===== src/rtl/tlsq_pkg.sv =====
`default_nettype none

package tlsq_pkg;

    // Status of the signal head
    typedef enum logic [1:0] {
        PH_BLACK = 2'd0,
        PH_RED   = 2'd1,
        PH_GREEN = 2'd2
    } t_phase;

    // Register map, index = byte address / 4
    typedef enum logic [2:0] {
        REG_ON_QUALIFY  = 3'd0,
        REG_OFF_QUALIFY = 3'd1,
        REG_CONFIRM     = 3'd2,
        REG_GAP         = 3'd3,
        REG_BLACK_TMO   = 3'd4
    } t_reg_idx;

    localparam int unsigned ADDR_W = 5;
    localparam int unsigned DATA_W = 32;

    // Reset values of the registers
    localparam logic [15:0] ON_QUALIFY_RST  = 16'd5;
    localparam logic [15:0] OFF_QUALIFY_RST = 16'd5;
    localparam logic [7:0]  CONFIRM_RST     = 8'd3;
    localparam logic [15:0] GAP_RST         = 16'd10;
    localparam logic [15:0] BLACK_TMO_RST   = 16'd1000;

    // Both lamps dark (sense is active low)
    localparam logic [1:0] STABLE_RST = 2'b11;

    typedef struct packed {
        logic [15:0] on_qualify_ticks;
        logic [15:0] off_qualify_ticks;
        logic [7:0]  confirm_ticks;
        logic [15:0] gap_ticks;
        logic [15:0] black_timeout_ticks;
    } t_cfg;

    // One result beat
    typedef struct packed {
        logic   red_on;
        logic   green_on;
        t_phase phase;
        logic   phase_changed;
        logic   green_flashing;
        logic   had_green_flash;
    } t_result;

endpackage

`default_nettype wire


===== src/rtl/tlsq_debounce.sv =====
`default_nettype none

// Debounce for one active-low lamp sense line, separate on and off times
module tlsq_debounce (
    input  wire logic        i_clk,
    input  wire logic        i_rst_n,
    input  wire logic        i_step,
    input  wire logic        i_raw,
    input  wire logic [15:0] i_on_ticks,
    input  wire logic [15:0] i_off_ticks,
    output logic             o_stable_next
);

    logic        r_stable;
    logic        n_stable;
    logic [15:0] r_count;
    logic [15:0] n_count;
    logic [15:0] count_inc;
    logic [15:0] limit;

    // Count while the raw level differs; flip once the limit is reached
    always_comb begin
        count_inc = r_count + 16'd1;
        limit     = r_stable ? i_on_ticks : i_off_ticks;
        n_stable  = r_stable;
        n_count   = '0;
        if (i_raw != r_stable) begin
            if (count_inc >= limit) begin
                n_stable = ~r_stable;
            end else begin
                n_count = count_inc;
            end
        end
    end

    always_ff @(posedge i_clk) begin
        if (!i_rst_n) begin
            r_stable <= 1'b1;
            r_count  <= '0;
        end else if (i_step) begin
            r_stable <= n_stable;
            r_count  <= n_count;
        end
    end

    assign o_stable_next = n_stable;

endmodule

`default_nettype wire


===== src/rtl/tlsq_phase.sv =====
`default_nettype none

// Status machine: confirm counter, dark timeout and green flash tracking
module tlsq_phase (
    input  wire logic             i_clk,
    input  wire logic             i_rst_n,
    input  wire logic             i_step,
    input  wire logic             i_red,
    input  wire logic             i_green,
    input  wire tlsq_pkg::t_cfg   i_cfg,
    output tlsq_pkg::t_result     o_result
);

    tlsq_pkg::t_phase r_phase;
    tlsq_pkg::t_phase n_phase;
    logic [7:0]       r_confirm;
    logic [7:0]       n_confirm;
    logic [15:0]      r_dark;
    logic [15:0]      n_dark;
    logic             r_green_started;
    logic             n_green_started;
    logic             r_gap_seen;
    logic             n_gap_seen;
    logic             r_flash;
    logic             n_flash;
    logic             r_had_flash;
    logic             n_had_flash;
    logic             changed;
    logic             leave;
    logic [7:0]       confirm_inc;
    logic [15:0]      dark_inc;

    // Next state
    always_comb begin
        n_phase         = r_phase;
        n_confirm       = r_confirm;
        n_dark          = r_dark;
        n_green_started = r_green_started;
        n_gap_seen      = r_gap_seen;
        n_flash         = r_flash;
        n_had_flash     = r_had_flash;
        changed         = 1'b0;
        leave           = 1'b0;
        confirm_inc     = r_confirm + 8'd1;
        dark_inc        = r_dark + 16'd1;

        if (i_red && !i_green) begin
            if (r_phase != tlsq_pkg::PH_RED) begin
                n_confirm = confirm_inc;
                if (confirm_inc > i_cfg.confirm_ticks) begin
                    n_confirm = '0;
                    changed   = 1'b1;
                    n_phase   = tlsq_pkg::PH_RED;
                    leave     = 1'b1;
                end
            end
            n_dark = '0;
        end else if (i_green && !i_red) begin
            if (r_phase != tlsq_pkg::PH_GREEN) begin
                n_confirm = confirm_inc;
                if (confirm_inc > i_cfg.confirm_ticks) begin
                    n_confirm       = '0;
                    changed         = 1'b1;
                    n_phase         = tlsq_pkg::PH_GREEN;
                    n_green_started = 1'b1;
                    n_gap_seen      = 1'b0;
                end
            end else if (r_gap_seen) begin
                // green back after a long gap: flashing
                n_gap_seen = 1'b0;
                if (r_green_started) begin
                    n_green_started = 1'b0;
                    n_flash         = 1'b1;
                    n_had_flash     = 1'b1;
                end
            end
            n_dark = '0;
        end else if (!i_red && !i_green) begin
            n_dark = dark_inc;
            if (dark_inc > i_cfg.gap_ticks) begin
                if (r_phase == tlsq_pkg::PH_GREEN) begin
                    n_gap_seen = 1'b1;
                end
                if (dark_inc == i_cfg.black_timeout_ticks) begin
                    n_dark    = '0;
                    n_confirm = '0;
                    changed   = 1'b1;
                    n_phase   = tlsq_pkg::PH_BLACK;
                    leave     = 1'b1;
                end
            end
        end

        // leaving a phase clears the live flag first, the history flag next time
        if (leave) begin
            if (r_flash) begin
                n_flash = 1'b0;
            end else begin
                n_had_flash = 1'b0;
            end
        end
    end

    // Outputs
    always_comb begin
        o_result.red_on          = i_red;
        o_result.green_on        = i_green;
        o_result.phase           = n_phase;
        o_result.phase_changed   = changed;
        o_result.green_flashing  = n_flash;
        o_result.had_green_flash = n_had_flash;
    end

    always_ff @(posedge i_clk) begin
        if (!i_rst_n) begin
            r_phase         <= tlsq_pkg::PH_BLACK;
            r_confirm       <= '0;
            r_dark          <= '0;
            r_green_started <= 1'b0;
            r_gap_seen      <= 1'b0;
            r_flash         <= 1'b0;
            r_had_flash     <= 1'b0;
        end else if (i_step) begin
            r_phase         <= n_phase;
            r_confirm       <= n_confirm;
            r_dark          <= n_dark;
            r_green_started <= n_green_started;
            r_gap_seen      <= n_gap_seen;
            r_flash         <= n_flash;
            r_had_flash     <= n_had_flash;
        end
    end

endmodule

`default_nettype wire


===== src/rtl/traffic_lamp_state_qualifier_top.sv =====
// Traffic lamp state qualifier. Each input beat is one sense tick carrying the
// two active-low lamp lines (bit 0 red, bit 1 green); every tick yields exactly
// one result beat with the debounced lamps, the black/red/green status, a
// change pulse and the green flash flags. A tick is taken every clock cycle
// while input stall is low: the debouncers and status machine update in the
// cycle the beat is accepted and the result is registered, with one skid entry
// so one more tick is accepted while the output is stalled; input stall rises
// only when that skid entry is occupied. Timing registers are written over the
// APB port at byte address 4*i and should be changed only while no ticks are in
// flight.
`default_nettype none

module traffic_lamp_state_qualifier_top (
    input  wire logic                          i_clk,
    input  wire logic                          i_rst_n,
    // tick input
    input  wire logic                          i_in_valid,
    output logic                               o_in_stall,
    input  wire logic [1:0]                    i_raw_lamps,
    // result output
    output logic                               o_out_valid,
    input  wire logic                          i_out_stall,
    output logic                               o_red_on,
    output logic                               o_green_on,
    output logic [1:0]                         o_phase,
    output logic                               o_phase_changed,
    output logic                               o_green_flashing,
    output logic                               o_had_green_flash,
    // configuration
    input  wire logic                          psel,
    input  wire logic                          penable,
    input  wire logic                          pwrite,
    input  wire logic [tlsq_pkg::ADDR_W-1:0]   paddr,
    input  wire logic [tlsq_pkg::DATA_W-1:0]   pwdata,
    output logic [tlsq_pkg::DATA_W-1:0]        prdata,
    output logic                               pready
);

    tlsq_pkg::t_cfg    r_cfg;
    tlsq_pkg::t_result result_next;
    tlsq_pkg::t_result r_out;
    tlsq_pkg::t_result r_skid;
    logic              r_out_valid;
    logic              r_skid_valid;
    logic              step;
    logic              out_take;
    logic              wr_en;
    logic [2:0]        reg_idx;
    logic [1:0]        stable_next;

    assign step     = i_in_valid && !r_skid_valid;
    assign out_take = r_out_valid && !i_out_stall;
    assign wr_en    = psel && penable && pwrite;
    assign reg_idx  = paddr[tlsq_pkg::ADDR_W-1:2];
    assign pready   = 1'b1;

    // Configuration registers
    always_ff @(posedge i_clk) begin
        if (!i_rst_n) begin
            r_cfg.on_qualify_ticks    <= tlsq_pkg::ON_QUALIFY_RST;
            r_cfg.off_qualify_ticks   <= tlsq_pkg::OFF_QUALIFY_RST;
            r_cfg.confirm_ticks       <= tlsq_pkg::CONFIRM_RST;
            r_cfg.gap_ticks           <= tlsq_pkg::GAP_RST;
            r_cfg.black_timeout_ticks <= tlsq_pkg::BLACK_TMO_RST;
        end else if (wr_en) begin
            case (reg_idx)
                tlsq_pkg::REG_ON_QUALIFY:  r_cfg.on_qualify_ticks    <= pwdata[15:0];
                tlsq_pkg::REG_OFF_QUALIFY: r_cfg.off_qualify_ticks   <= pwdata[15:0];
                tlsq_pkg::REG_CONFIRM:     r_cfg.confirm_ticks       <= pwdata[7:0];
                tlsq_pkg::REG_GAP:         r_cfg.gap_ticks           <= pwdata[15:0];
                tlsq_pkg::REG_BLACK_TMO:   r_cfg.black_timeout_ticks <= pwdata[15:0];
                default: ;
            endcase
        end
    end

    // Read back
    always_comb begin
        case (reg_idx)
            tlsq_pkg::REG_ON_QUALIFY:  prdata = {16'd0, r_cfg.on_qualify_ticks};
            tlsq_pkg::REG_OFF_QUALIFY: prdata = {16'd0, r_cfg.off_qualify_ticks};
            tlsq_pkg::REG_CONFIRM:     prdata = {24'd0, r_cfg.confirm_ticks};
            tlsq_pkg::REG_GAP:         prdata = {16'd0, r_cfg.gap_ticks};
            tlsq_pkg::REG_BLACK_TMO:   prdata = {16'd0, r_cfg.black_timeout_ticks};
            default:                   prdata = '0;
        endcase
    end

    // Per-lamp debounce
    tlsq_debounce u_deb_red (
        .i_clk         (i_clk),
        .i_rst_n       (i_rst_n),
        .i_step        (step),
        .i_raw         (i_raw_lamps[0]),
        .i_on_ticks    (r_cfg.on_qualify_ticks),
        .i_off_ticks   (r_cfg.off_qualify_ticks),
        .o_stable_next (stable_next[0])
    );

    tlsq_debounce u_deb_green (
        .i_clk         (i_clk),
        .i_rst_n       (i_rst_n),
        .i_step        (step),
        .i_raw         (i_raw_lamps[1]),
        .i_on_ticks    (r_cfg.on_qualify_ticks),
        .i_off_ticks   (r_cfg.off_qualify_ticks),
        .o_stable_next (stable_next[1])
    );

    // Status machine
    tlsq_phase u_phase (
        .i_clk    (i_clk),
        .i_rst_n  (i_rst_n),
        .i_step   (step),
        .i_red    (!stable_next[0]),
        .i_green  (!stable_next[1]),
        .i_cfg    (r_cfg),
        .o_result (result_next)
    );

    // Result register with one skid entry
    always_ff @(posedge i_clk) begin
        if (!i_rst_n) begin
            r_out_valid  <= 1'b0;
            r_skid_valid <= 1'b0;
        end else if (out_take || !r_out_valid) begin
            r_out_valid  <= r_skid_valid || step;
            r_skid_valid <= 1'b0;
        end else if (step) begin
            r_skid_valid <= 1'b1;
        end
    end

    always_ff @(posedge i_clk) begin
        if (out_take || !r_out_valid) begin
            r_out <= r_skid_valid ? r_skid : result_next;
        end else if (step) begin
            r_skid <= result_next;
        end
    end

    assign o_in_stall        = r_skid_valid;
    assign o_out_valid       = r_out_valid;
    assign o_red_on          = r_out.red_on;
    assign o_green_on        = r_out.green_on;
    assign o_phase           = r_out.phase;
    assign o_phase_changed   = r_out.phase_changed;
    assign o_green_flashing  = r_out.green_flashing;
    assign o_had_green_flash = r_out.had_green_flash;

endmodule

`default_nettype wire

===== config.mk =====
export PLATFORM = sky130hd
export DESIGN_NAME = traffic_lamp_state_qualifier_top
export DESIGN_NICKNAME = d
export VERILOG_FILES = /design/src/rtl/tlsq_pkg.sv /design/src/rtl/tlsq_debounce.sv /design/src/rtl/tlsq_phase.sv /design/src/rtl/traffic_lamp_state_qualifier_top.sv
export SDC_FILE = /design/constraint.sdc
export NUM_CORES = 1
export LEC_CHECK = 0
export ABC_AREA = 1
export BUFFER_PORTS_ARGS = -buffer_cell sky130_fd_sc_hd__buf_4
export CAP_MARGIN = 20
export CELL_PAD_IN_SITES_DETAIL_PLACEMENT = 1
export CELL_PAD_IN_SITES_GLOBAL_PLACEMENT = 1
export CORE_MARGIN = 5
export CORE_UTILIZATION = 35
export CTS_CLUSTER_SIZE = 14
export DETAILED_ROUTE_END_ITERATION = 10
export PLACE_DENSITY = 0.65
export SYNTH_ARGS = -nofsm -noshare
export SYNTH_HDL_FRONTEND = slang
export SYNTH_SLANG_ARGS = --single-unit

===== constraint.sdc =====
create_clock -name i_clk -period 10.05 [get_ports i_clk]
set_input_delay 0.5025 -clock i_clk [delete_from_list [all_inputs] [get_ports i_clk]]
set_output_delay 0.5025 -clock i_clk [all_outputs]
set_load 0.01 [all_outputs]

Yosys cells after proc, flatten, opt, wreduce, memory -nomap -nowiden
Cells that the tools add are included.

$add $sub $neg: 4. $mul: 0. Divide/modulo/power cells: 0. Order comparisons: 4. Equality and inequality tests: 14. Shift-type cells: 0. Mux-type cells: 67. Bitwise gates (word level): 5. Reductions and logical operators: 33.

Operators by type and width (count): 16-bit 2-to-1 mux (11); 16-bit case mux with 5 select lines (1); 8-bit 2-to-1 mux (8); 16-bit by 1-bit adder with 16-bit output, second input constant (3); 1-bit 2-to-1 mux (37); 16-bit >= comparator (2); 2-bit 2-to-1 mux (9); 16-bit == test (1); 16-bit > comparator (1); 2-bit AND reduction (7); 6-bit AND reduction (2); 3-bit nonzero test (3); 8-bit by 1-bit adder with 8-bit output, second input constant (1); 8-bit > comparator (1); 2-bit nonzero test (4); 1-bit logical AND (7); 7-bit 2-to-1 mux (1); 3-bit by 2-bit == test with 1-bit output, second input constant (2); 2-bit inequality test, second input constant (3); 1-bit zero test (5); 1-bit inverter (5); 5-bit AND reduction (1); 3-bit by 1-bit == test with 1-bit output, second input constant (1); 3-bit == test, second input constant (1); other kinds (8) (10).

Bits in registers: 152. Latch bits: 0. Bits in writable memories: 0. Bits in read-only memories: 0. Word-level logic and storage cells: 157. Memories kept: 0.

Longest topological paths before layout
Depth in word-level cells: 11. Mapped depth: 28.

Hierarchy
From an unflattened synthesis, not the netlist that was laid out.

Cells, all modules: 1618. Area, all modules: 10552.6 sq um.

By module, submodules not included: traffic_lamp_state_qualifier_top (times used 1, cells each 643, area each 4244.1 sq um); tlsq_debounce (times used 2, cells each 238, area each 1619.1 sq um); tlsq_phase (times used 1, cells each 499, area each 3070.4 sq um).

Least setup slack after synthesis
No wires, ideal clock.

Kind: flip-flop to flip-flop. Start: register u_deb_green.r_count[0]. End: register r_out, in the netlist o_phase_changed (data pin). Library setup time: 0.263 ns. Data arrival time: 3.296 ns. Path slack: 6.490 ns. Stages on the path, launching flop included: 25. Path buffers: 1. Cells stage by stage: dfxtp_1 -> ha_1 -> nand2_1 -> nor2_1 -> nand2_1 -> nor4_1 -> nand2_1 -> nor2_1 -> inv_1 -> nor3_1 -> xor2_1 -> ha_1 -> nand2_1 -> o21bai_1 -> nand2_1 -> a21oi_1 -> nand3_1 -> nand2_1 -> nand2_2 -> inv_2 -> nand2_1 -> buf_2 -> or2_1 -> nand2_1 -> a31oi_1.

RTL lines: start, declared (line tlsq_debounce.sv:16) `logic [15:0] r_count;`; start signal, assigned (line tlsq_debounce.sv:42) `r_count <= n_count;`; end signal, assigned (line traffic_lamp_state_qualifier_top.sv:136) `r_out <= r_skid_valid ? r_skid : result_next;`; end, declared (line traffic_lamp_state_qualifier_top.sv:41) `tlsq_pkg::t_result r_out;`.

==> metrics <==
Antenna Cells=0; CTS Hold Bufs=0; grt total ovfl=0; worst r2r dst=u_phase.r_confirm[2]; Post-Synthesis Cells=1334; yosys warns=0; Setup CP Type=flop to flop; first-pass GRT wire length=about 47000 um; total power=1.562 mW; slowest cell on the critical path=nor4_1; Syn-to-layout area delta=13.84%; Slew Viols, Final=0; Max Fanout on Critical Path=18; Yosys top cell by area=dfxtp_1; hold endpoint=r_cfg[13]; CTS tree=built; post-CTS sizing=0; Final Wtd Congestion=0.7645; HPWL after DPL=around 22000 um; # H-tree levels=4; Clock Skew=around 16 ps; fin nets=between 1000 and 1500; DRT Pass-1 Iters=5; routed wire length per instance=about 17 um; min-delay worst type=input pin to flop; most frequent cell after synthesis=nand2_1; clk root buf=clkbuf_16; CTS sink cnt=152; Vias=8826; antenna-violating nets left=0; Final Cycle Share=50.07%; Pleak=4.802 nW; async set-reset flop share out of synthesis=0%; Hold Startpoint=pwdata[13]; CTS max path bufs=2; Worst Setup Start Kind=flop; CP Data Required Time=~10000 ps; Die ar.=approximately 30000 um^2; RSZ-0062 raised after global routing=false; Fin Setup TNS=0 ps; CTS Buf Count=17; routed wire length=approximately 29000 um; Rel. slew slack=a little over two fifths; Worst-path clk slew=around 70 ps; sequential element share of the synthesized area=between 30% and 40%; DP Cell Count=~1700; Syn Std Cell Area=9240 um^2; outcome=complete, no violations; Die Width=between 150 and 200 um; Period minus WS final=5032 ps; synth unique cells=44; Post-synth top flop=dfxtp_1; EDFF count, synth=14; largest net degree at the start of global routing=85; number of setup buffers added after CTS=0; Hold Vio Cnt, Final=0; post-synth top area share=between 20% and 30%; Worst Setup Slack post-DPL=about 5000 ps; I/O Pins=88; Reg2Reg Depth=27; Final setup viols=0; Slew @ Worst Pin=between 800 and 900 ps; Mean Syn Cell Area=between 6 and 7 um^2; minimum hold slack=334.5 ps; Finished Layout Cells=approximately 1700; f_max=roughly 200 MHz; initial drt markers=around 420; worst hold path depth=3; Arr. time, crit path=about 5400 ps; DRC viols=0; vias in the first global route=just under 9000; setup slack, reg-to-reg=about 5000 ps; core area=around 26000 um^2; slowest stage delay, CP=410 ps; DR vias/cell=between 5 and 6; Synth top cells by count=nand2_1 (277), inv_1 (154), dfxtp_1 (138); pwr/cell area=~150 nW/um^2; num rows=59; port bufs=52; Yosys reg bits=around 150; Peak VDD IR=about 64 uV; top cells by area, synth=dfxtp_1 (30%), nand2_1 (11%), ha_1 (8.1%), o21ai_0 (6.9%), a21oi_1 (6.6%); fraction of layout instances using a drive strength above 1=8.853%; initial antenna violation count=1; GRT Total Usage=19.73%; Worst Slack Setup Final=about 5000 ps; R2R Path Start=u_deb_green.r_count[0]; most frequent CP cell=nand2_1; Die Height=around 170 um; Clock Latency Late Sink=440 ps; Setup crit end kind=flop; Maximum Capacitance Violations=0; Initial Utilization=around 35%
how the worst max path moves through the flow:
| stage | startpoint | endpoint | slack (ps) |
|---|---|---|---|
| finish | u_deb_green.r_count[0] | u_phase.r_confirm[2] | 5020 |
| global route | u_deb_green.r_count[0] | u_phase.r_confirm[2] | 4430 |
| CTS | u_deb_green.r_count[0] | u_phase.r_confirm[2] | 4950 |
| detailed placement | u_deb_green.r_count[0] | u_phase.r_confirm[2] | 5000 |
| global placement | u_deb_green.r_count[0] | u_phase.r_confirm[2] | 5100 |
| floorplan | u_deb_green.r_count[0] | o_phase_changed | 6490 |
worst max-delay path, delay by kind of cell (launching register included):
family | cells | cell delay, ps
AND/OR/NAND/NOR | 19 | 2990
buffers and inverters | 3 | 470
adder cells (fa/ha/maj) | 2 | 460
AO/OA/AOI/OAI | 2 | 430
flip-flops | 1 | 360
XOR/XNOR | 1 | 250
layout make-up:
class                           count  area (um^2)
Fill cell                        3316        15540
Sequential cell                   152         3183
Timing Repair Buffer               61        473.0
Clock inverter                     15        214.0
Multi-Input combinational cell    973         5201
Tap cell                          335        419.2
Clock buffer                       17        425.4
Inverter                          160        603.1
report_power, final:
part	switching [mW]	leakage, nW	total, mW	internal, mW
logic	0.136	3.24	0.204	0.0679
registers	0.0135	1.26	0.643	0.629
clock network	0.293	0.305	0.715	0.422
total	0.443	4.80	1.56	1.12
cells in the final DEF (no fill, tap or decap), types with 5 or more instances in the layout:
cell type and count:
conb_1 17, nand3_1 69, ha_1 60, edfxtp_1 14, buf_4 59, nor3_1 17
o22ai_1 13, inv_1 154, dfxtp_1 138, nand2_1 277, a21oi_1 121, nor2_1 132
o21ai_0 128, a22oi_1 17, xnor2_1 11, nand4_1 15, nand3b_1 8, inv_2 5
clkbuf_16 17, inv_6 5, a221oi_1 8, xor2_1 26, nand2_2 11, o211ai_1 8
per-stage QoR:
stage | util (%) | area (um^2)
2_1_floorplan | - | 9296
3_3_place_gp | 37.80 | 9849
3_5_place_dp | 37.80 | 9849
4_1_cts | 40.25 | 10490
5_1_grt | 40.37 | 10520
6_report | 40.37 | 10520
kinds of logic (layout without fill, tap and decap cells):
kind of cell | count (synthesis) | count (layout) | share of synthesized area (%)
xor+xnor | 38 | 38 | 3.751
simple gates | 547 | 547 | 25.27
buf+inv | 224 | 253 | 9.926
fa+ha+maj | 60 | 60 | 8.125
flops | 152 | 152 | 34.45
other cells | 2 | 17 | 0.08128
compound gates | 311 | 311 | 18.40
state kept, by name, indices dropped and copies added, names as in the netlist, 2 cells and up:
signal / flops
r_cfg: 72
u_deb_green.r_count: 16
u_deb_red.r_count: 16
u_phase.r_dark: 16
u_phase.r_confirm: 8
r_skid: 7
o_phase: 2
u_phase.r_phase: 2
layer usage:
metal,global-route usage [%],routed length (um)
met5,0,12
met4,4.887,369
met3,2.812,846
met2,32.97,13440
met1,26.90,14170
No activity file was read; power rests on OpenSTA's default activity.
